==> src/design/sfrc_pkg.sv <==
// ----------------------------------------------------------------------------
// sfrc_pkg
// Types, constants and the CRC-16 byte update for the frame receiver.
// ----------------------------------------------------------------------------
`default_nettype none
package sfrc_pkg;

   localparam int MSG_BYTES = 16;
   localparam int ADDR_W    = (MSG_BYTES > 2) ? $clog2(MSG_BYTES) : 1;
   localparam int POS_W     = $clog2(MSG_BYTES + 2);
   localparam int IDX_W     = 4;
   localparam int CMP_W     = POS_W + IDX_W;

   localparam logic [15:0] CRC_INIT = 16'hFFFF;
   localparam logic [15:0] CRC_POLY = 16'h8408;

   localparam logic [2:0] CSR_SYNC     = 3'd0;
   localparam logic [2:0] CSR_ESCAPE   = 3'd1;
   localparam logic [2:0] CSR_ESC_MASK = 3'd2;
   localparam logic [2:0] CSR_LEN_MASK = 3'd3;
   localparam logic [2:0] CSR_LEN_CODE = 3'd4;

   localparam logic [2:0] EV_NONE     = 3'd0;
   localparam logic [2:0] EV_ACCEPT   = 3'd1;
   localparam logic [2:0] EV_COLL     = 3'd2;
   localparam logic [2:0] EV_OVERFLOW = 3'd3;
   localparam logic [2:0] EV_LENGTH   = 3'd4;

   localparam logic [1:0] CHK_IDLE = 2'd0;
   localparam logic [1:0] CHK_OWN  = 2'd1;
   localparam logic [1:0] CHK_COLL = 2'd2;

   typedef enum logic [2:0] {
      OP_RX      = 3'd0,
      OP_RELEASE = 3'd1,
      OP_LOAD_TX = 3'd2,
      OP_BEGIN   = 3'd3,
      OP_END     = 3'd4,
      OP_READ    = 3'd5,
      OP_TIMEOUT = 3'd6,
      OP_NONE    = 3'd7
   } op_type;

   typedef struct packed {
      op_type            op;
      logic [7:0]        data;
      logic              idx_ok;
      logic [ADDR_W-1:0] addr;
   } item_type;

   function automatic logic [15:0] crc_byte(input logic [15:0] crc, input logic [7:0] b);
      logic [15:0] c;
      c = crc ^ {8'h00, b};
      for (int k = 0; k < 8; k++) begin
         c = c[0] ? ((c >> 1) ^ CRC_POLY) : (c >> 1);
      end
      return c;
   endfunction

endpackage
`default_nettype wire

==> src/design/sfrc_front.sv <==
// ----------------------------------------------------------------------------
// sfrc_front
// Accepts request transfers, decodes them and queues them for the back end.
// ----------------------------------------------------------------------------
`default_nettype none
module sfrc_front import sfrc_pkg::*; (
   input  wire logic             clock,
   input  wire logic             reset,
   input  wire logic             req_valid,
   output logic                  req_stall,
   input  wire logic [2:0]       req_operation,
   input  wire logic [7:0]       req_data_byte,
   input  wire logic [IDX_W-1:0] req_byte_index,
   output logic                  head_valid,
   output item_type              head_item,
   input  wire logic             head_pop
);

   item_type   queue_ff [2];
   logic       wr_ptr_ff, wr_ptr_in, rd_ptr_ff, rd_ptr_in;
   logic [1:0] count_ff, count_in;
   logic       push;
   item_type   item;
   logic [CMP_W-1:0] idx_ext;

   assign req_stall  = (count_ff == 2'd2);
   assign push       = req_valid && !req_stall;
   assign head_valid = (count_ff != 2'd0);
   assign head_item  = queue_ff[rd_ptr_ff];

   always_comb begin
      idx_ext     = CMP_W'(req_byte_index);
      item.op     = op_type'(req_operation);
      item.data   = req_data_byte;
      item.idx_ok = idx_ext < CMP_W'(MSG_BYTES);
      item.addr   = idx_ext[ADDR_W-1:0];
      wr_ptr_in   = push ? !wr_ptr_ff : wr_ptr_ff;
      rd_ptr_in   = head_pop ? !rd_ptr_ff : rd_ptr_ff;
      count_in    = count_ff + 2'(push) - 2'(head_pop);
   end

   always_ff @(posedge clock) begin
      if (reset) begin
         wr_ptr_ff <= 1'b0;
         rd_ptr_ff <= 1'b0;
         count_ff  <= 2'd0;
      end else begin
         wr_ptr_ff <= wr_ptr_in;
         rd_ptr_ff <= rd_ptr_in;
         count_ff  <= count_in;
      end
   end

   always_ff @(posedge clock) begin
      if (push) begin
         queue_ff[wr_ptr_ff] <= item;
      end
   end

endmodule
`default_nettype wire

==> src/design/sfrc_back.sv <==
// ----------------------------------------------------------------------------
// sfrc_back
// Executes queued items against the frame state and registers the response.
// ----------------------------------------------------------------------------
`default_nettype none
module sfrc_back import sfrc_pkg::*; (
   input  wire logic        clock,
   input  wire logic        reset,
   input  wire logic        csr_write,
   input  wire logic [2:0]  csr_index,
   input  wire logic [7:0]  csr_wdata,
   input  wire logic        head_valid,
   input  wire item_type    head_item,
   output logic             head_pop,
   output logic             rsp_valid,
   input  wire logic        rsp_stall,
   output logic [7:0]       rsp_read_data,
   output logic [2:0]       rsp_event_res,
   output logic             rsp_message_ready,
   output logic [1:0]       rsp_check_status,
   output logic             rsp_collision_lamp,
   output logic [15:0]      rsp_frames_received,
   output logic [15:0]      rsp_collisions,
   output logic [15:0]      rsp_overflows
);

   localparam logic [ADDR_W-1:0] LAST = ADDR_W'(MSG_BYTES - 1);

   logic [7:0] sync_ff, esc_ff, esc_mask_ff, len_mask_ff, len_code_ff;

   logic [7:0] rx_store [MSG_BYTES];
   logic [7:0] tx_store [MSG_BYTES];

   logic             in_frame_ff, in_frame_in, esc_pend_ff, esc_pend_in;
   logic [POS_W-1:0] pos_ff, pos_in;
   logic [15:0]      rcrc_ff, rcrc_in, run_crc_ff, run_crc_in, tx_crc_ff, tx_crc_in;
   logic             ready_ff, ready_in, lamp_ff, lamp_in;
   logic [1:0]       chk_ff, chk_in;
   logic [15:0]      good_ff, good_in, coll_ff, coll_in, ovf_ff, ovf_in;
   logic             sweep_ff, sweep_in;
   logic [ADDR_W-1:0] sweep_cnt_ff, sweep_cnt_in;
   logic [15:0]      sweep_crc_ff, sweep_crc_in;
   logic             rsp_valid_ff, rsp_valid_in;
   logic [7:0]       rd_ff, rd_in;
   logic [2:0]       ev_ff, ev_in;

   logic              out_free, exec, finish, load_out, rx_wr, tx_wr;
   logic [7:0]        c;
   logic [15:0]       r;
   logic [ADDR_W-1:0] tx_addr;
   logic [7:0]        tx_byte;

   assign out_free = !rsp_valid_ff || !rsp_stall;
   assign exec     = head_valid && !sweep_ff && out_free;
   assign finish   = sweep_ff && (sweep_cnt_ff == LAST) && out_free;
   assign head_pop = exec;
   assign tx_addr  = sweep_ff ? sweep_cnt_ff : pos_ff[ADDR_W-1:0];
   assign tx_byte  = tx_store[tx_addr];

   always_comb begin
      in_frame_in  = in_frame_ff;
      esc_pend_in  = esc_pend_ff;
      pos_in       = pos_ff;
      rcrc_in      = rcrc_ff;
      run_crc_in   = run_crc_ff;
      tx_crc_in    = tx_crc_ff;
      ready_in     = ready_ff;
      lamp_in      = lamp_ff;
      chk_in       = chk_ff;
      good_in      = good_ff;
      coll_in      = coll_ff;
      ovf_in       = ovf_ff;
      sweep_in     = sweep_ff;
      sweep_cnt_in = sweep_cnt_ff;
      sweep_crc_in = sweep_crc_ff;
      rd_in        = 8'h00;
      ev_in        = EV_NONE;
      load_out     = 1'b0;
      rx_wr        = 1'b0;
      tx_wr        = 1'b0;
      c            = head_item.data;
      r            = rcrc_ff | {8'h00, c};

      if (sweep_ff) begin
         sweep_crc_in = crc_byte(sweep_crc_ff, tx_byte);
         if (sweep_cnt_ff != LAST) begin
            sweep_cnt_in = sweep_cnt_ff + 1'b1;
         end else if (finish) begin
            sweep_in  = 1'b0;
            tx_crc_in = sweep_crc_in;
            chk_in    = CHK_OWN;
            load_out  = 1'b1;
         end else begin
            sweep_crc_in = sweep_crc_ff;
         end
      end else if (exec) begin
         load_out = (head_item.op != OP_BEGIN);
         unique case (head_item.op)
            OP_RX: begin
               if (c == sync_ff) begin
                  if (in_frame_ff) begin
                     if (chk_ff != CHK_IDLE) chk_in = CHK_COLL;
                     lamp_in = 1'b1; coll_in = coll_ff + 1'b1;
                     in_frame_in = 1'b0; ev_in = EV_COLL;
                  end else begin
                     in_frame_in = 1'b1; pos_in = '0;
                     esc_pend_in = 1'b0; run_crc_in = CRC_INIT;
                  end
               end else if (!in_frame_ff) begin
                  ev_in = EV_NONE;
               end else if (ready_ff && chk_ff == CHK_IDLE) begin
                  in_frame_in = 1'b0; ovf_in = ovf_ff + 1'b1; ev_in = EV_OVERFLOW;
               end else if (c == esc_ff && !esc_pend_ff) begin
                  esc_pend_in = 1'b1;
               end else begin
                  if (esc_pend_ff) begin
                     esc_pend_in = 1'b0;
                     c = c ^ esc_mask_ff;
                  end
                  r = rcrc_ff | {8'h00, c};
                  if (chk_ff != CHK_IDLE) begin
                     if (pos_ff < POS_W'(MSG_BYTES)) begin
                        if (tx_byte != c) begin
                           chk_in = CHK_COLL; pos_in = '0;
                           lamp_in = 1'b1; coll_in = coll_ff + 1'b1;
                           in_frame_in = 1'b0; ev_in = EV_COLL;
                        end else begin
                           pos_in = pos_ff + 1'b1;
                        end
                     end else if (pos_ff == POS_W'(MSG_BYTES)) begin
                        rcrc_in = {c, 8'h00}; pos_in = pos_ff + 1'b1;
                     end else begin
                        rcrc_in = r;
                        if (r != tx_crc_ff) begin
                           chk_in = CHK_COLL; pos_in = '0;
                           lamp_in = 1'b1; coll_in = coll_ff + 1'b1;
                           in_frame_in = 1'b0; ev_in = EV_COLL;
                        end else begin
                           in_frame_in = 1'b0;
                           if (chk_ff == CHK_OWN) chk_in = CHK_IDLE;
                        end
                     end
                  end else if (pos_ff == '0 && (c & len_mask_ff) != len_code_ff) begin
                     lamp_in = 1'b0; in_frame_in = 1'b0; ev_in = EV_LENGTH;
                  end else if (pos_ff < POS_W'(MSG_BYTES)) begin
                     rx_wr = 1'b1;
                     run_crc_in = crc_byte(run_crc_ff, c);
                     pos_in = pos_ff + 1'b1;
                  end else if (pos_ff == POS_W'(MSG_BYTES)) begin
                     rcrc_in = {c, 8'h00}; pos_in = pos_ff + 1'b1;
                  end else begin
                     rcrc_in = r; in_frame_in = 1'b0;
                     if (r != run_crc_ff) begin
                        lamp_in = 1'b1; coll_in = coll_ff + 1'b1; ev_in = EV_COLL;
                     end else begin
                        good_in = good_ff + 1'b1; lamp_in = 1'b0;
                        ready_in = 1'b1; ev_in = EV_ACCEPT;
                     end
                  end
               end
            end
            OP_RELEASE: ready_in = 1'b0;
            OP_LOAD_TX: tx_wr = head_item.idx_ok;
            OP_BEGIN: begin
               sweep_in = 1'b1; sweep_cnt_in = '0; sweep_crc_in = CRC_INIT;
            end
            OP_END: begin
               chk_in = CHK_IDLE; lamp_in = 1'b0;
            end
            OP_READ: rd_in = head_item.idx_ok ? rx_store[head_item.addr] : 8'h00;
            OP_TIMEOUT: if (chk_ff == CHK_OWN) chk_in = CHK_COLL;
            OP_NONE: ev_in = EV_NONE;
            default: ev_in = EV_NONE;
         endcase
      end
      rsp_valid_in = load_out ? 1'b1 : (rsp_valid_ff && rsp_stall);
   end

   always_ff @(posedge clock) begin
      if (reset) begin
         sync_ff <= 8'd126; esc_ff <= 8'd125; esc_mask_ff <= 8'd32;
         len_mask_ff <= 8'd192; len_code_ff <= 8'd64;
         in_frame_ff <= 1'b0; esc_pend_ff <= 1'b0; pos_ff <= '0;
         rcrc_ff <= 16'h0000; run_crc_ff <= CRC_INIT; tx_crc_ff <= CRC_INIT;
         ready_ff <= 1'b0; lamp_ff <= 1'b0; chk_ff <= CHK_IDLE;
         good_ff <= 16'h0000; coll_ff <= 16'h0000; ovf_ff <= 16'h0000;
         sweep_ff <= 1'b0; sweep_cnt_ff <= '0; sweep_crc_ff <= CRC_INIT;
         rsp_valid_ff <= 1'b0;
      end else begin
         if (csr_write) begin
            unique case (csr_index)
               CSR_SYNC:     sync_ff     <= csr_wdata;
               CSR_ESCAPE:   esc_ff      <= csr_wdata;
               CSR_ESC_MASK: esc_mask_ff <= csr_wdata;
               CSR_LEN_MASK: len_mask_ff <= csr_wdata;
               CSR_LEN_CODE: len_code_ff <= csr_wdata;
               default: ;
            endcase
         end
         in_frame_ff <= in_frame_in; esc_pend_ff <= esc_pend_in; pos_ff <= pos_in;
         rcrc_ff <= rcrc_in; run_crc_ff <= run_crc_in; tx_crc_ff <= tx_crc_in;
         ready_ff <= ready_in; lamp_ff <= lamp_in; chk_ff <= chk_in;
         good_ff <= good_in; coll_ff <= coll_in; ovf_ff <= ovf_in;
         sweep_ff <= sweep_in; sweep_cnt_ff <= sweep_cnt_in; sweep_crc_ff <= sweep_crc_in;
         rsp_valid_ff <= rsp_valid_in;
      end
   end

   always_ff @(posedge clock) begin
      if (load_out) begin
         rd_ff <= rd_in;
         ev_ff <= ev_in;
      end
      if (rx_wr) rx_store[pos_ff[ADDR_W-1:0]] <= c;
      if (tx_wr) tx_store[head_item.addr] <= head_item.data;
   end

   // status fields track live state; it only changes when a new response loads
   assign rsp_valid           = rsp_valid_ff;
   assign rsp_read_data       = rd_ff;
   assign rsp_event_res       = ev_ff;
   assign rsp_message_ready   = ready_ff;
   assign rsp_check_status    = chk_ff;
   assign rsp_collision_lamp  = lamp_ff;
   assign rsp_frames_received = good_ff;
   assign rsp_collisions      = coll_ff;
   assign rsp_overflows       = ovf_ff;

endmodule
`default_nettype wire

==> src/design/stuffed_frame_receiver_crc_check_unit.sv <==
// ----------------------------------------------------------------------------
// stuffed_frame_receiver_crc_check_unit
// Byte-stuffed frame receiver with CRC-16 check and own-send collision check.
// ----------------------------------------------------------------------------
// Request channel (req_*): one operation per transfer: rx byte, release,
//   load tx byte, begin self check, end check, read rx, check timeout.
// Response channel (rsp_*): exactly one response per request, in order,
//   carrying read data, the event code and the current status and counters.
// CSR port: write-only, taken on any cycle with csr_write high; write only
//   while the block is idle.
// Flow: a request is written into the queue on its transfer, then moves
//   from the queue head into the response register. Throughput is one
//   request per cycle while rsp_stall is low; begin self check holds the
//   back end for a sweep of every stored transmit byte through the CRC unit.
// A two-entry queue separates decode from execution. When the response side
//   stalls, the response register holds, the queue fills and req_stall rises.
// Reset (synchronous) clears frame state, counters and CSRs to their defaults;
//   message stores stay undefined until written.
// ----------------------------------------------------------------------------
`default_nettype none
module stuffed_frame_receiver_crc_check_unit import sfrc_pkg::*; (
   input  wire logic             clock,
   input  wire logic             reset,
   input  wire logic             csr_write,
   input  wire logic [2:0]       csr_index,
   input  wire logic [7:0]       csr_wdata,
   input  wire logic             req_valid,
   output logic                  req_stall,
   input  wire logic [2:0]       req_operation,
   input  wire logic [7:0]       req_data_byte,
   input  wire logic [IDX_W-1:0] req_byte_index,
   output logic                  rsp_valid,
   input  wire logic             rsp_stall,
   output logic [7:0]            rsp_read_data,
   output logic [2:0]            rsp_event_res,
   output logic                  rsp_message_ready,
   output logic [1:0]            rsp_check_status,
   output logic                  rsp_collision_lamp,
   output logic [15:0]           rsp_frames_received,
   output logic [15:0]           rsp_collisions,
   output logic [15:0]           rsp_overflows
);

   logic     head_valid, head_pop;
   item_type head_item;

   sfrc_front u_front (
      .clock, .reset, .req_valid, .req_stall, .req_operation, .req_data_byte,
      .req_byte_index, .head_valid, .head_item, .head_pop
   );

   sfrc_back u_back (
      .clock, .reset, .csr_write, .csr_index, .csr_wdata,
      .head_valid, .head_item, .head_pop,
      .rsp_valid, .rsp_stall, .rsp_read_data, .rsp_event_res, .rsp_message_ready,
      .rsp_check_status, .rsp_collision_lamp, .rsp_frames_received,
      .rsp_collisions, .rsp_overflows
   );

`ifndef ASSERT_OFF
   a_accept_ready: assert property (@(posedge clock) disable iff (reset)
      rsp_valid && rsp_event_res == EV_ACCEPT |-> rsp_message_ready)
      else $error("frame accepted without message ready");
   a_coll_lamp: assert property (@(posedge clock) disable iff (reset)
      rsp_valid && rsp_event_res == EV_COLL |-> rsp_collision_lamp)
      else $error("collision reported with lamp off");
   a_event_range: assert property (@(posedge clock) disable iff (reset)
      rsp_valid |-> rsp_event_res <= EV_LENGTH)
      else $error("event code out of range");
   a_status_range: assert property (@(posedge clock) disable iff (reset)
      rsp_check_status != 2'd3)
      else $error("check status out of range");
`endif

endmodule
`default_nettype wire

==> config.mk <==
export PLATFORM = sky130hd
export DESIGN_NAME = stuffed_frame_receiver_crc_check_unit
export DESIGN_NICKNAME = d
export VERILOG_FILES = /design/src/design/sfrc_pkg.sv /design/src/design/sfrc_front.sv /design/src/design/sfrc_back.sv /design/src/design/stuffed_frame_receiver_crc_check_unit.sv
export SDC_FILE = /design/constraint.sdc
export NUM_CORES = 1
export LEC_CHECK = 0
export ABC_AREA = 1
export BUFFER_PORTS_ARGS = -buffer_cell sky130_fd_sc_hd__buf_2
export CAP_MARGIN = 20
export CELL_PAD_IN_SITES_DETAIL_PLACEMENT = 1
export CELL_PAD_IN_SITES_GLOBAL_PLACEMENT = 2
export CORE_MARGIN = 2
export CORE_UTILIZATION = 40
export DETAILED_ROUTE_END_ITERATION = 6
export PLACE_DENSITY = 0.86
export SKIP_CTS_REPAIR_TIMING = 1
export SLEW_MARGIN = 20
export SYNTH_ARGS = -nofsm -noshare
export SYNTH_HDL_FRONTEND = slang
export SYNTH_HIERARCHICAL = 1
export SYNTH_SLANG_ARGS = --single-unit
==> constraint.sdc <==
create_clock -name clock -period 7.95 [get_ports clock]
set_clock_uncertainty 0.2 [all_clocks]
set_input_delay 0.795 -clock clock [delete_from_list [all_inputs] [get_ports clock]]
set_output_delay 0.795 -clock clock [all_outputs]
set_load 0.05 [all_outputs]
-- After elaboration in Yosys (flattened, before gate mapping)
Memories as Yosys holds them, arrays and structs flattened. A register that Yosys moved wholly into a read port is not among the register bits.
Index checks and enable logic that the tools add are counted.
- flip-flop bits (word level): 176
- latch bits: 0
- RAM bits: 286
- memory bits (read-only): 0
- bits of input ports: 31
- output and inout bits: 65
- memories: 3
- add/subtract/negate cells: 7
- multiply operators: 0
- div/mod/pow operators: 0
- $lt $le $gt $ge: 1
- eq/ne operators: 62
- shift operators: 0
- muxes and demuxes: 184
- bitwise operators: 35
- reduce and logical (&&, ||, !) cells: 54
- memory list (name ; words ; width ; read ports ; clocked after memory_dff ; write ports ; line ; text):
    u_back.rx_store ; 16 ; 8 ; 1 ; 1 ; 1 ; sfrc_back.sv:31 ; logic [7:0] rx_store [MSG_BYTES];
    u_back.tx_store ; 16 ; 8 ; 1 ; 0 ; 1 ; sfrc_back.sv:32 ; logic [7:0] tx_store [MSG_BYTES];
    u_front.queue_ff ; 2 ; 15 ; 1 ; 1 ; 1 ; sfrc_front.sv:19 ; item_type queue_ff [2];
- operator list (cell ; count):
    two-way mux 16 bit ; 47
    two-way mux 8 bit ; 15
    two-way mux 1 bit ; 70
    two-way mux 5 bit ; 13
    adder 16 x 1 -> 16 bit (second input constant) ; 3
    NOT 2 -> 3 bit ; 16
    two-way mux 2 bit ; 21
    AND reduction 12 bit ; 3
    inequality test 16 bit ; 2
    XOR 16 x 8 -> 16 bit ; 2
    two-way mux 3 bit ; 10
    inequality test 2 bit (second input constant) ; 12
    two-way mux 4 bit ; 5
    inequality test 5 x 2 -> 1 bit (second input constant) ; 4
    AND reduction 10 bit ; 2
    inequality test 3 x 1 -> 1 bit (second input constant) ; 6
    equality test 8 bit ; 2
    inequality test 8 bit ; 2
    OR 16 x 8 -> 16 bit ; 1
    nonzero test 2 bit ; 8
    inequality test 5 x 4 -> 1 bit (second input constant) ; 3
    NOT 1 bit ; 13
    AND reduction 13 bit ; 1
    equality test 3 x 2 -> 1 bit (second input constant) ; 4
    other kinds (39) ; 78

-- Depth between registers and ports, before layout
Gate-level depths: netlist of run 1.
- depth in word-level cells: 33
- mapped depth: 24
- gate-level depth less buffers: 22

-- Hierarchy
The synthesis of run 1 kept the hierarchy.
- modules (own cells, without submodules) (module ; instances ; cells each ; area an instance (µm²)):
    sfrc_back ; 1 ; 2198 ; 20089.3
    sfrc_front ; 1 ; 82 ; 1382.6

-- Least setup slack after synthesis of run 1
OpenSTA, ideal clock, no wires.
- kind: reg-to-reg
- from: register with a tool-made name
- to: memory u_back.rx_store[0][0] (data pin)
- setup time: 330 ps
- data arrival time: 2883 ps
- setup slack: 4536 ps
- cell stages (with the launch flop): 13
- path buffers: 4
- period minus slack after synthesis: 3414 ps
- path through: dfxtp_1 buf_6 buf_12 mux2_4 inv_1 or2_2 nand4_1 nor2_1 nand2_2 clkbuf_1 clkbuf_1 nand4_1 o21ai_0
- RTL lines (what ; line):
    end, declared ; sfrc_back.sv:31

==> summary.txt, run 1 <==
Outcome
  – Status: finished clean

STA
  – Slew headroom: 26.03%
  – RSZ-0062 raised after global routing: no
  – Setup slack after layout: 2.897 ns
  – Period minus WS final: 5.053 ns
  – TNS Setup: 0 ns
  – Final setup fails: 0
  – Final period utilization: 63.57%
  – Final Hold Viols: 0
  – Slew @ Worst Pin: 1.105 ns
  – Pins over their slew limit: 0
  – Fmax achieved: 197.9 MHz

Critical path
  – Crit-path max FO: 26
  – Critical Path RT: 7.99 ns
  – Setup CP Type: flip-flop to flip-flop
  – Data arrival, critical path: 5.09 ns
  – Critical Path End Type: flip-flop
  – CP Launch Type: flip-flop
  – Worst Reg-to-Reg Cells: 13

GRT
  – First-pass GRT wire length: 103.0 mm
  – Gr usage total: 23.96%
  – Largest net degree at the start of global routing: 69
  – Gr ovfl total: 0
  – Initial antenna violation count: 0
  – Vias in the first global route: 17670

Power and ir drop
  – Maximum vdd drop: 0.2321 mV
  – Total power: 6.775 mW
  – Leak: 9.191 nW
  – Pwr dens: 279.6 nW/um2

Synth
  – Yosys reg bits: 471
  – Number of distinct library cells after synthesis: 62
  – Synth Area in XOR/XNOR: 3.281%
  – Cell Area, Synth: 21470 um2
  – Compound-Gate Fraction of Synth Area: 9.772%
  – Syn Inst Count: 2280
  – Synth Area in Simple Gates: 21.46%
  – Synthesized netlist net count: 2321
  – Post-synthesis mux area share: 0.9615%
  – Seq/Total Area, Yosys: 57.76%
  – Asr flop ratio synth: 0%
  – Mean Syn Cell Area: 9.417 um2
  – Largest family of logic cells by synthesized area: simple AND/OR/NAND/NOR gates
  – Synth Flop Type: edfxtp_1
  – Adder-Cell Fraction of Synth Area: 0.5827%
  – Synth Warn #: 6
  – Number of flops mapped to enable cells by yosys: 297

Cells and area
  – Synthesis-to-finish area growth: 12.85%
  – Fill count: 6031
  – Antenna diodes: 0
  – Finished Layout Cells: 3092
  – Area of the multi-input gates: 7807 um2
  – Core Util, Final: 45.83%
  – Fraction of layout cells with a size suffix above 1: 11.90%
  – Final nets: 2406
  – Sequential cell area: 12400 um2

Detailed routing
  – Initial DRC count: 1179
  – Remaining DRCs: 0
  – DR vias: 16810
  – Final Routed Wirelength: 66.66 mm
  – DRT antenna net count: 0
  – DR vias/cell: 5.437
  – DRT Pass-1 Iters: 5
  – Routed WL per cell: 21.56 um

Clocking
  – Worst-path clk slew: 0.06 ns
  – CTS Buffer Depth: 3
  – CTS buffer count: 50
  – CTS sink cnt: 471
  – CTS tree: built
  – Clk_lat worst skew: 0.62 ns
  – Root Buffer: clkbuf_16
  – H-tree depth: 2

Floorplan
  – Starting Density: 40.62%
  – IO Count: 96
  – Die extent in x: 235.7 um
  – Site row count: 84
  – Core Box Area: 52870 um2
  – Die area: 55550 um2
  – Die Y: 235.7 um

Placement
  – Buffers added on ports: 95
  – Place WS: 2.983 ns
  – GPL Wtd Cong: 0.8482
  – Dpl hpwl: 45.87 mm
  – Dpl cells: 2998

Min path
  – Hold Crit Class: input pin to flip-flop
  – Worst hold stages: 1

Run
  – Max cap viols: 0
## stage by stage
stage / cell area [um2] / hold WS, ns
after global placement: 22560 / 0.2429
after global routing: 24230 / 0.1438
after floorplan: 21470 / 0.2292
after CTS: 24170 / 0.1337
final: 24230 / 0.1683
after detailed placement: 22580 / 0.2489
## worst paths after layout
path	slack, ns	to	from
max	2.90	u_back/rx_store[10][3]	flip-flop
min	0.17	u_front/queue_ff[0][6]	req_data_byte[2]
max reg2reg	2.90	u_back/rx_store[10][3]	flip-flop
min reg2reg	0.27	u_back/rcrc_ff[5]	u_back/rcrc_ff[5]
## cells in the mapped netlist, types with 12 or more instances
library cell  number  area share, %
inv_1            226            4.0
nor2_1           206            3.6
nand2_1          446            7.8
clkbuf_1          49           0.86
buf_2             16           0.37
nand4_1           43            1.3
a22oi_1           32            1.1
nor3_1            34           0.79
o21ai_0          113            2.6
nor4_1            12           0.35
a21oi_1          112            2.6
o211ai_1          55            1.9
dfxtp_1          174             16
xnor2_1           22           0.90
nand2_2           16           0.47
edfxtp_1         297             42
xor2_1            51            2.1
nand3_1          222            5.2
## per-layer routing
layer  global-route usage [%]  vias up  wire [um]
li1                         -     7973          -
met1                    31.48     8328      29530
met2                    40.86      392      32410
met3                    3.389      118       2907
met4                    7.624        0       1815
met5                        0        -          0
## cell usage in the layout (no fill, tap or decap), drive strengths merged, types with 14 or more instances in the layout
| cell type | netlist | final |
|---|---|---|
| inv | 236 | 235 |
| clkinv | 5 | 31 |
| nand3 | 225 | 225 |
| o211ai | 55 | 55 |
| o21ai | 121 | 121 |
| xor2 | 52 | 52 |
| clkbuf | 49 | 60 |
| nor2 | 218 | 218 |
| or2 | 14 | 14 |
| nand2 | 465 | 465 |
| edfxtp | 297 | 297 |
| nand4 | 44 | 44 |
| a22oi | 32 | 32 |
| dfxtp | 174 | 174 |
| mux2 | 15 | 15 |
| nor3 | 35 | 35 |
| xnor2 | 25 | 25 |
| a21oi | 113 | 113 |
| buf | 34 | 116 |
## kinds of logic after synthesis
kind of cell               after synthesis
AOI/OAI and AO/OA                      352
DFF                                    471
muxes                                   15
xor gates and xnor gates                77
adders and majority gates               10
buffers and inverters                  324
other                                    1
and+or+nand+nor                       1030
## cell type report
cell class                      instances  share of cell area (%)
Multi-Input combinational cell       1485                   32.22
Sequential cell                       471                   51.18
Clock buffer                           60                   5.401
Clock inverter                         31                   1.167
Inverter                              241                   3.733
Tap cell                              688                   3.553
Timing Repair Buffer                  116                   2.742
## sequential cells by signal (all words and copies together), names as in the netlist, 4 cells and up, named ones only
name                        count
u_back/tx_crc_ff               16
u_back/tx_store               128
u_back/pos_ff                   5
u_back/sweep_cnt_ff             4
u_back/sync_ff                  8
u_back/run_crc_ff              16
u_back/esc_ff                   8
u_back/len_mask_ff              8
u_back/len_code_ff              8
u_back/rcrc_ff                 16
u_back/rsp_overflows           16
u_back/rsp_frames_received     16
u_back/esc_mask_ff              8
u_back/sweep_crc_ff            16
u_back/rsp_collisions          16
u_back/rsp_read_data            8
u_back/rx_store               128
u_front/queue_ff               30
## worst max-delay path, stage by stage, from the launching register on
cell	delay [ns]
dfxtp_1	0.31
buf_4	0.34
mux2_4	0.37
inv_1	0.15
or2_2	0.30
nand4_1	0.08
nor2_1	0.05
nand2_2	0.43
nand2_2	0.14
nor2_1	0.82
inv_2	0.16
nor2_1	0.32
nand2_1	0.36
nor2_1	0.61
## power breakdown
group          internal, mW  switching (mW)  total [mW]  leakage [nW]
clock                  1.28           0.994        2.27         0.773
sequential             2.82          0.0468        2.87          4.10
combinational         0.425            1.21        1.64          4.32
Note: power is estimated with default switching activity, not from simulation.
==> run 2, diff against run 1 <==
==> constraint.sdc (replaced) <==
create_clock -name clock -period 5.17 [get_ports clock]
set_clock_uncertainty 0.2 [all_clocks]
set_input_delay 0.517 -clock clock [delete_from_list [all_inputs] [get_ports clock]]
set_output_delay 0.517 -clock clock [all_outputs]
set_load 0.05 [all_outputs]
==> run 2 against run 1 <==
Compared with the run above: core utilization is 1.2 points higher; die area is the same; sequential share of layout area fell by 1.3 points; largest cell class unchanged; global-route usage grew 0.50 points; power increased by 63%; hold slack got worse by 0.16 ns; flip-flop and latch count did not move; sequential power up 54%; setup slack got worse by 2.2 ns; cell count increased by 1.6%; maximum frequency is 14% higher; first-iteration DRC count is 15% lower.
==> summary.txt, run 2 (synthesis gave the netlist of run 1 again) <==
Critical path
  – CP Launch Type: flip-flop (unchanged)
  – Critical Path End Type: flip-flop (unchanged)
  – Setup CP Type: flip-flop to flip-flop (unchanged)
  – CP Cell Sequence: buf_4, mux2_4, inv_1, nand3_1, nand2_1, nand2_1, a221oi_1, nand3_1, nand2_1, nand3_1, nor2_1, nand2_1, nor2_1 (was buf_4, mux2_4, inv_1, or2_2, nand4_1, nor2_1, nand2_2, nand2_2, nor2_1, inv_2, nor2_1, nand2_1, nor2_1)
  – Crit path largest cell delay: 0.60 ns (was 0.82 ns)
  – Worst R2R End: u_back/rx_store[12][2] (was u_back/rx_store[10][3])
  – Worst Reg-to-Reg Cells: 13 (unchanged)
  – Critical Path RT: 5.22 ns (was 7.99 ns)
  – Crit-path max FO: 21 (was 26)
  – Data arrival, critical path: 4.48 ns (was 5.09 ns)
  – Reg2Reg Setup Slack: 0.74 ns (was 2.90 ns)
  – Most used cell, CP: nand2_1 (was nor2_1)
  – Slowest cell on crit path: nor2_1 (unchanged)

Power and ir drop
  – Seq pwr share: 40.0% (was 42.3%)
  – Leak: 9.534 nW (was 9.191 nW)
  – Maximum vdd drop: 0.3294 mV (was 0.2321 mV)
  – Switch share: 32.28% (was 33.28%)
  – Combinational power share: 23.1% (was 24.2%)
  – Pwr dens: 444.4 nW/um2 (was 279.6 nW/um2)
  – Internal power: 7.477 mW (was 4.520 mW)
  – Psw: 3.564 mW (was 2.254 mW)
  – Clk pwr share: 36.9% (was 33.5%)

GRT
  – Initial antenna violation count: 0 (unchanged)
  – Gr usage total: 24.46% (was 23.96%)
  – First-pass GRT wire length: 105.0 mm (was 103.0 mm)
  – M1 GR Usage: 31.13% (was 31.48%)
  – Largest net degree at the start of global routing: 77 (was 69)
  – Met2 Usage GRT: 43.55% (was 40.86%)
  – Gr busiest metal: met2 (unchanged)
  – Met3 Track Usage GR: 2.462% (was 3.389%)
  – Gr ovfl total: 0 (unchanged)
  – Vias in the first global route: 17610 (was 17670)

Detailed routing
  – Final Routed Wirelength: 68.73 mm (was 66.66 mm)
  – DRT antenna net count: 0 (unchanged)
  – Initial DRC count: 1008 (was 1179)
  – Routed WL per cell: 21.87 um (was 21.56 um)
  – DR vias/cell: 5.439 (was 5.437)
  – DR vias: 17090 (was 16810)
  – DRT Pass-1 Iters: 5 (unchanged)
  – Remaining DRCs: 0 (unchanged)

STA
  – Final period utilization: 85.59% (was 63.57%)
  – Setup slack after layout: 0.7449 ns (was 2.897 ns)
  – Period minus WS final: 4.425 ns (was 5.053 ns)
  – RSZ-0062 raised after global routing: no (unchanged)
  – Hold_ws: 0.006262 ns (was 0.1683 ns)
  – Slew @ Worst Pin: 1.124 ns (was 1.105 ns)
  – Final Hold Viols: 0 (unchanged)
  – Slew headroom: 25.10% (was 26.03%)
  – Final setup fails: 0 (unchanged)
  – Pins over their slew limit: 0 (unchanged)
  – Fmax achieved: 226.0 MHz (was 197.9 MHz)
  – TNS Setup: 0 ns (unchanged)

Clocking
  – Worst-path clk slew: 0.06 ns (about the same)
  – H-tree depth: 2 (unchanged)
  – CTS sink cnt: 471 (unchanged)
  – CTS tree: built (unchanged)
  – CTS Buffer Depth: 3 (unchanged)
  – CTS buffer count: 51 (was 50)
  – Clk_lat worst skew: 0.62 ns (about the same)
  – Root Buffer: clkbuf_16 (unchanged)

Floorplan
  – Core Box Area: 52870 um2 (unchanged)
  – Die area: 55550 um2 (unchanged)
  – IO Count: 96 (unchanged)
  – Site row count: 84 (unchanged)
  – Starting Density: 40.62% (unchanged)
  – Die Y: 235.7 um (unchanged)
  – Die extent in x: 235.7 um (unchanged)

Cells and area
  – Commonest non-fill, non-tap cell in the layout: nand2_1 (unchanged)
  – Antenna diodes: 0 (unchanged)
  – Area of the multi-input gates: 7767 um2 (was 7807 um2)
  – Final nets: 2453 (was 2406)
  – Commonest cells after routing, fill and taps aside: nand2_1, edfxtp_1, inv_1, nand3_1, nor2_1 (unchanged)
  – Fraction of layout cells with a size suffix above 1: 13.04% (was 11.90%)
  – Synthesis-to-finish area growth: 15.70% (was 12.85%)
  – Fill count: 6038 (was 6031)
  – Sequential cell area: 12400 um2 (unchanged)

Min path
  – Hold Crit Class: input pin to flip-flop (unchanged)
  – Min-delay src: req_valid (was req_data_byte[2])
  – WHS Endpoint: u_front/wr_ptr_ff (was u_front/queue_ff[0][6])
  – Worst hold stages: 3 (was 1)

Placement
  – Dpl hpwl: 47.81 mm (was 45.87 mm)
  – Place WS: 0.7769 ns (was 2.983 ns)
  – GPL Wtd Cong: 0.8919 (was 0.8482)
  – Buffers added on ports: 95 (unchanged)

Outcome
  – Status: finished clean (unchanged)

Run
  – Max cap viols: 0 (unchanged)
-- run 2: stage by stage --
stage / instances / util [%] / power, mW / area, um2
after global placement: 3032 / 43.15 / 6.958 / 22810
final: 3142 / 46.99 / 11.04 / 24840
after CTS: 3127 / 46.71 / 11.12 / 24690
after detailed placement: 3032 / 43.15 / 7.029 / 22810
after floorplan: 2280 / - / 6.146 / 21470
after global routing: 3142 / 46.99 / 11.48 / 24840
-- run 2: power groups by stage --
stage | Clock, mW | Sequential, mW | Combinational (mW)
floorplan | 0 | 4.64 | 1.50
global placement | 0 | 4.49 | 2.47
detailed placement | 0 | 4.49 | 2.54
CTS | 4.16 | 4.41 | 2.55
global route | 4.28 | 4.43 | 2.78
finish | 4.08 | 4.41 | 2.55
-- run 2: worst max-delay path by stage --
stage / start / endpoint / cells after the start / slack (ns)
CTS: flip-flop / u_back/rx_store[4][4] / 13 / 0.75
detailed placement: flip-flop / u_back/rx_store[0][5] / 13 / 0.78
global placement: flip-flop / u_back/rx_store[8][0] / 13 / 1.05
global route: flip-flop / u_back/rx_store[4][2] / 14 / 0.40
finish: flip-flop / u_back/rx_store[12][2] / 13 / 0.74
floorplan: flip-flop / u_back/rx_store[0][0] / 12 / 1.76
-- run 2: per-layer routing --
layer / wire length, um / up-vias / part of all wire (%)
met3: 2478 / 124 / 3.6
met1: 29700 / 8551 / 43
met5: 0 / - / 0
met2: 34570 / 340 / 50
met4: 1974 / 0 / 2.9
li1: - / 8074 / -
-- run 2: worst max-delay path: cells and delay by family, from the launching register on --
family / cells / cell delay [ns]
flops: 1 / 0.42
buf+inv: 2 / 0.45
simple gates: 9 / 2.23
mux: 1 / 0.44
compound gates: 1 / 0.29
-- run 2: area by class of cell --
type	instances	area share [%]
clock inverters	40	2.282
clock buffers	55	5.283
multi-input cells	1485	31.27
well taps	688	3.465
flip-flops and latches	471	49.92
repair buffers	162	4.140
inverters	241	3.641
==> run 3, diff against run 2 <==
--- a/config.mk
+++ b/config.mk
@@ -6,7 +6,7 @@
 export NUM_CORES = 1
 export LEC_CHECK = 0
 export ABC_AREA = 1
-export BUFFER_PORTS_ARGS = -buffer_cell sky130_fd_sc_hd__buf_2
+export BUFFER_PORTS_ARGS = -buffer_cell sky130_fd_sc_hd__buf_4
 export CAP_MARGIN = 20
 export CELL_PAD_IN_SITES_DETAIL_PLACEMENT = 1
 export CELL_PAD_IN_SITES_GLOBAL_PLACEMENT = 2
==> run 3 against run 2 <==
Compared with the run above: setup slack lost 0.11 ns; die area did not move; register-to-register slack got worse by 0.11 ns; flip-flop and latch count stayed put; first-iteration DRC count grew 18%; count of clock-buffer cells in the layout rose by 15; hold slack got worse by 0.0062 ns; clock power down 11%; power is 3.5% lower; maximum frequency down 2.5%; core utilization grew 0.24 points; sequential power about the same; critical path type unchanged.
==> summary.txt, run 3 (synthesis gave the netlist of run 1 again) <==
Outcome
  – Status: finished clean (unchanged)

Clocking
  – H-tree depth: 2 (unchanged)
  – CTS sink cnt: 471 (unchanged)
  – CTS tree: built (unchanged)
  – CTS Buffer Depth: 3 (unchanged)
  – CTS buffer count: 52 (was 51)
  – Root Buffer: clkbuf_16 (unchanged)
  – Clk_lat worst skew: 0.64 ns (was 0.62 ns)
  – Worst-path clk slew: 0.06 ns (about the same)

Detailed routing
  – Routed WL per cell: 21.68 um (was 21.87 um)
  – Remaining DRCs: 0 (unchanged)
  – Metal3 WL: 3.423 mm (was 2.478 mm)
  – Initial DRC count: 1192 (was 1008)
  – DR vias: 17270 (was 17090)
  – Final Routed Wirelength: 68.35 mm (was 68.73 mm)
  – Met2 wire length: 33.21 mm (was 34.57 mm)
  – Met1 WL: 30.22 mm (was 29.70 mm)
  – DR vias/cell: 5.478 (was 5.439)
  – DRT antenna net count: 0 (unchanged)
  – Max Used Layer: met4 (unchanged)
  – DRT Pass-1 Iters: 5 (unchanged)

STA
  – Slew headroom: 27.11% (was 25.10%)
  – Final setup fails: 0 (unchanged)
  – Final period utilization: 87.81% (was 85.59%)
  – Fmax achieved: 220.3 MHz (was 226.0 MHz)
  – Slew @ Worst Pin: 1.093 ns (was 1.124 ns)
  – RSZ-0062 raised after global routing: no (unchanged)
  – Pins over their slew limit: 0 (unchanged)
  – TNS Setup: 0 ns (unchanged)
  – Final Hold Viols: 0 (unchanged)
  – Period minus WS final: 4.540 ns (was 4.425 ns)
  – Setup slack after layout: 0.6303 ns (was 0.7449 ns)

Placement
  – Buffers added on ports: 95 (unchanged)
  – Place WS: 0.6873 ns (was 0.7769 ns)
  – GPL Wtd Cong: 0.8916 (was 0.8919)
  – Area after DPL: 23060 um2 (was 22810 um2)
  – Dpl hpwl: 48.11 mm (was 47.81 mm)

Power and ir drop
  – Pwr dens: 426.9 nW/um2 (was 444.4 nW/um2)
  – Total power: 10.66 mW (was 11.04 mW)
  – Maximum vdd drop: 0.2941 mV (was 0.3294 mV)
  – Leak: 9.505 nW (was 9.534 nW)

GRT
  – Gr usage total: 24.51% (was 24.46%)
  – First-pass GRT wire length: 105.2 mm (was 105.0 mm)
  – Initial antenna violation count: 0 (unchanged)
  – Vias in the first global route: 17700 (was 17610)
  – Largest net degree at the start of global routing: 77 (unchanged)
  – Gr ovfl total: 0 (unchanged)

Run
  – Max cap viols: 0 (unchanged)

Critical path
  – Critical Path End Type: flip-flop (unchanged)
  – Reg2Reg Setup Slack: 0.63 ns (was 0.74 ns)
  – Setup CP Type: flip-flop to flip-flop (unchanged)
  – Data arrival, critical path: 4.61 ns (was 4.48 ns)
  – Crit-path max FO: 19 (was 21)
  – Worst R2R End: u_back/rx_store[7][3] (was u_back/rx_store[12][2])
  – Critical Path RT: 5.24 ns (was 5.22 ns)
  – CP Launch Type: flip-flop (unchanged)
  – Worst setup endpoint: u_back/rx_store[7][3] (was u_back/rx_store[12][2])
  – Worst Reg-to-Reg Cells: 13 (unchanged)

Floorplan
  – Core Box Area: 52870 um2 (unchanged)
  – Die extent in x: 235.7 um (unchanged)
  – Starting Density: 40.62% (unchanged)
  – Die Y: 235.7 um (unchanged)
  – Site row count: 84 (unchanged)
  – Die area: 55550 um2 (unchanged)
  – IO Count: 96 (unchanged)

Cells and area
  – Synthesis-to-finish area growth: 16.28% (was 15.70%)
  – Commonest cells after routing, fill and taps aside: nand2_1, edfxtp_1, inv_1, nand3_1, nor2_1 (unchanged)
  – Final nets: 2461 (was 2453)
  – Design Area, Final: 24970 um2 (was 24840 um2)
  – Core Util, Final: 47.23% (was 46.99%)
  – Commonest non-fill, non-tap cell in the layout: nand2_1 (unchanged)
  – Antenna diodes: 0 (unchanged)
  – Fraction of layout cells with a size suffix above 1: 12.58% (was 13.04%)

Min path
  – Hold Crit Class: input pin to flip-flop (unchanged)
[run 3: where the power goes]
part	internal [mW]	switching [mW]	total, mW	leakage (nW)
clock network	2.07	1.58	3.65	0.813
registers	4.33	0.0879	4.42	4.10
logic	0.726	1.87	2.59	4.59
total	7.13	3.53	10.7	9.50
[run 3: routing by layer]
layer	GRT usage (%)	vias up
met5	0	-
li1	-	8092
met2	41.38	452
met4	7.006	0
met1	32.88	8623
met3	3.424	101
[run 3: area by class of cell]
type | instances | area (um2)
Clock inverter | 28 | 279.0
Multi-Input combinational cell | 1485 | 7771
Timing Repair Buffer | 169 | 1351
Inverter | 241 | 904.6
Sequential cell | 471 | 12400
Fill cell | 6004 | 27900
Tap cell | 688 | 860.8
Clock buffer | 70 | 1399
[run 3: per-stage QoR]
stage,hold WS [ns],cells
after floorplan,0.2292,2280
after global placement,0.2441,3031
after detailed placement,0.2563,3031
after CTS,-0.1676,3129
after global routing,0.01196,3152
final,0.00006134,3152
[run 3: worst min path at each step]
| stage | slack [ns] | cells past startpoint | endpoint | from |
|---|---|---|---|---|
| 6_report | 0.00006 | 3 | u_front/wr_ptr_ff | req_valid |
| 5_1_grt | 0.01 | 3 | u_front/wr_ptr_ff | req_valid |
| 4_1_cts | -0.17 | 1 | u_front/queue_ff[1][11] | req_data_byte[7] |
| 3_5_place_dp | 0.26 | 2 | u_back/rcrc_ff[3] | u_back/rcrc_ff[3] |
| 3_3_place_gp | 0.24 | 2 | u_back/rcrc_ff[3] | u_back/rcrc_ff[3] |
| 2_1_floorplan | 0.23 | 2 | u_back/len_mask_ff[6] | u_back/len_mask_ff[6] |
[run 3: critical path: stages, from the launching register on]
cell	delay (ns)
dfxtp_1	0.58
buf_12	0.21
mux2_4	0.33
inv_1	0.15
or2_2	0.29
nand4_1	0.08
nor3_1	0.05
nand2b_1	0.29
inv_1	0.18
nor2_1	0.29
nand3_1	0.19
nor2_1	0.41
nand2_1	0.32
nor2_1	0.60
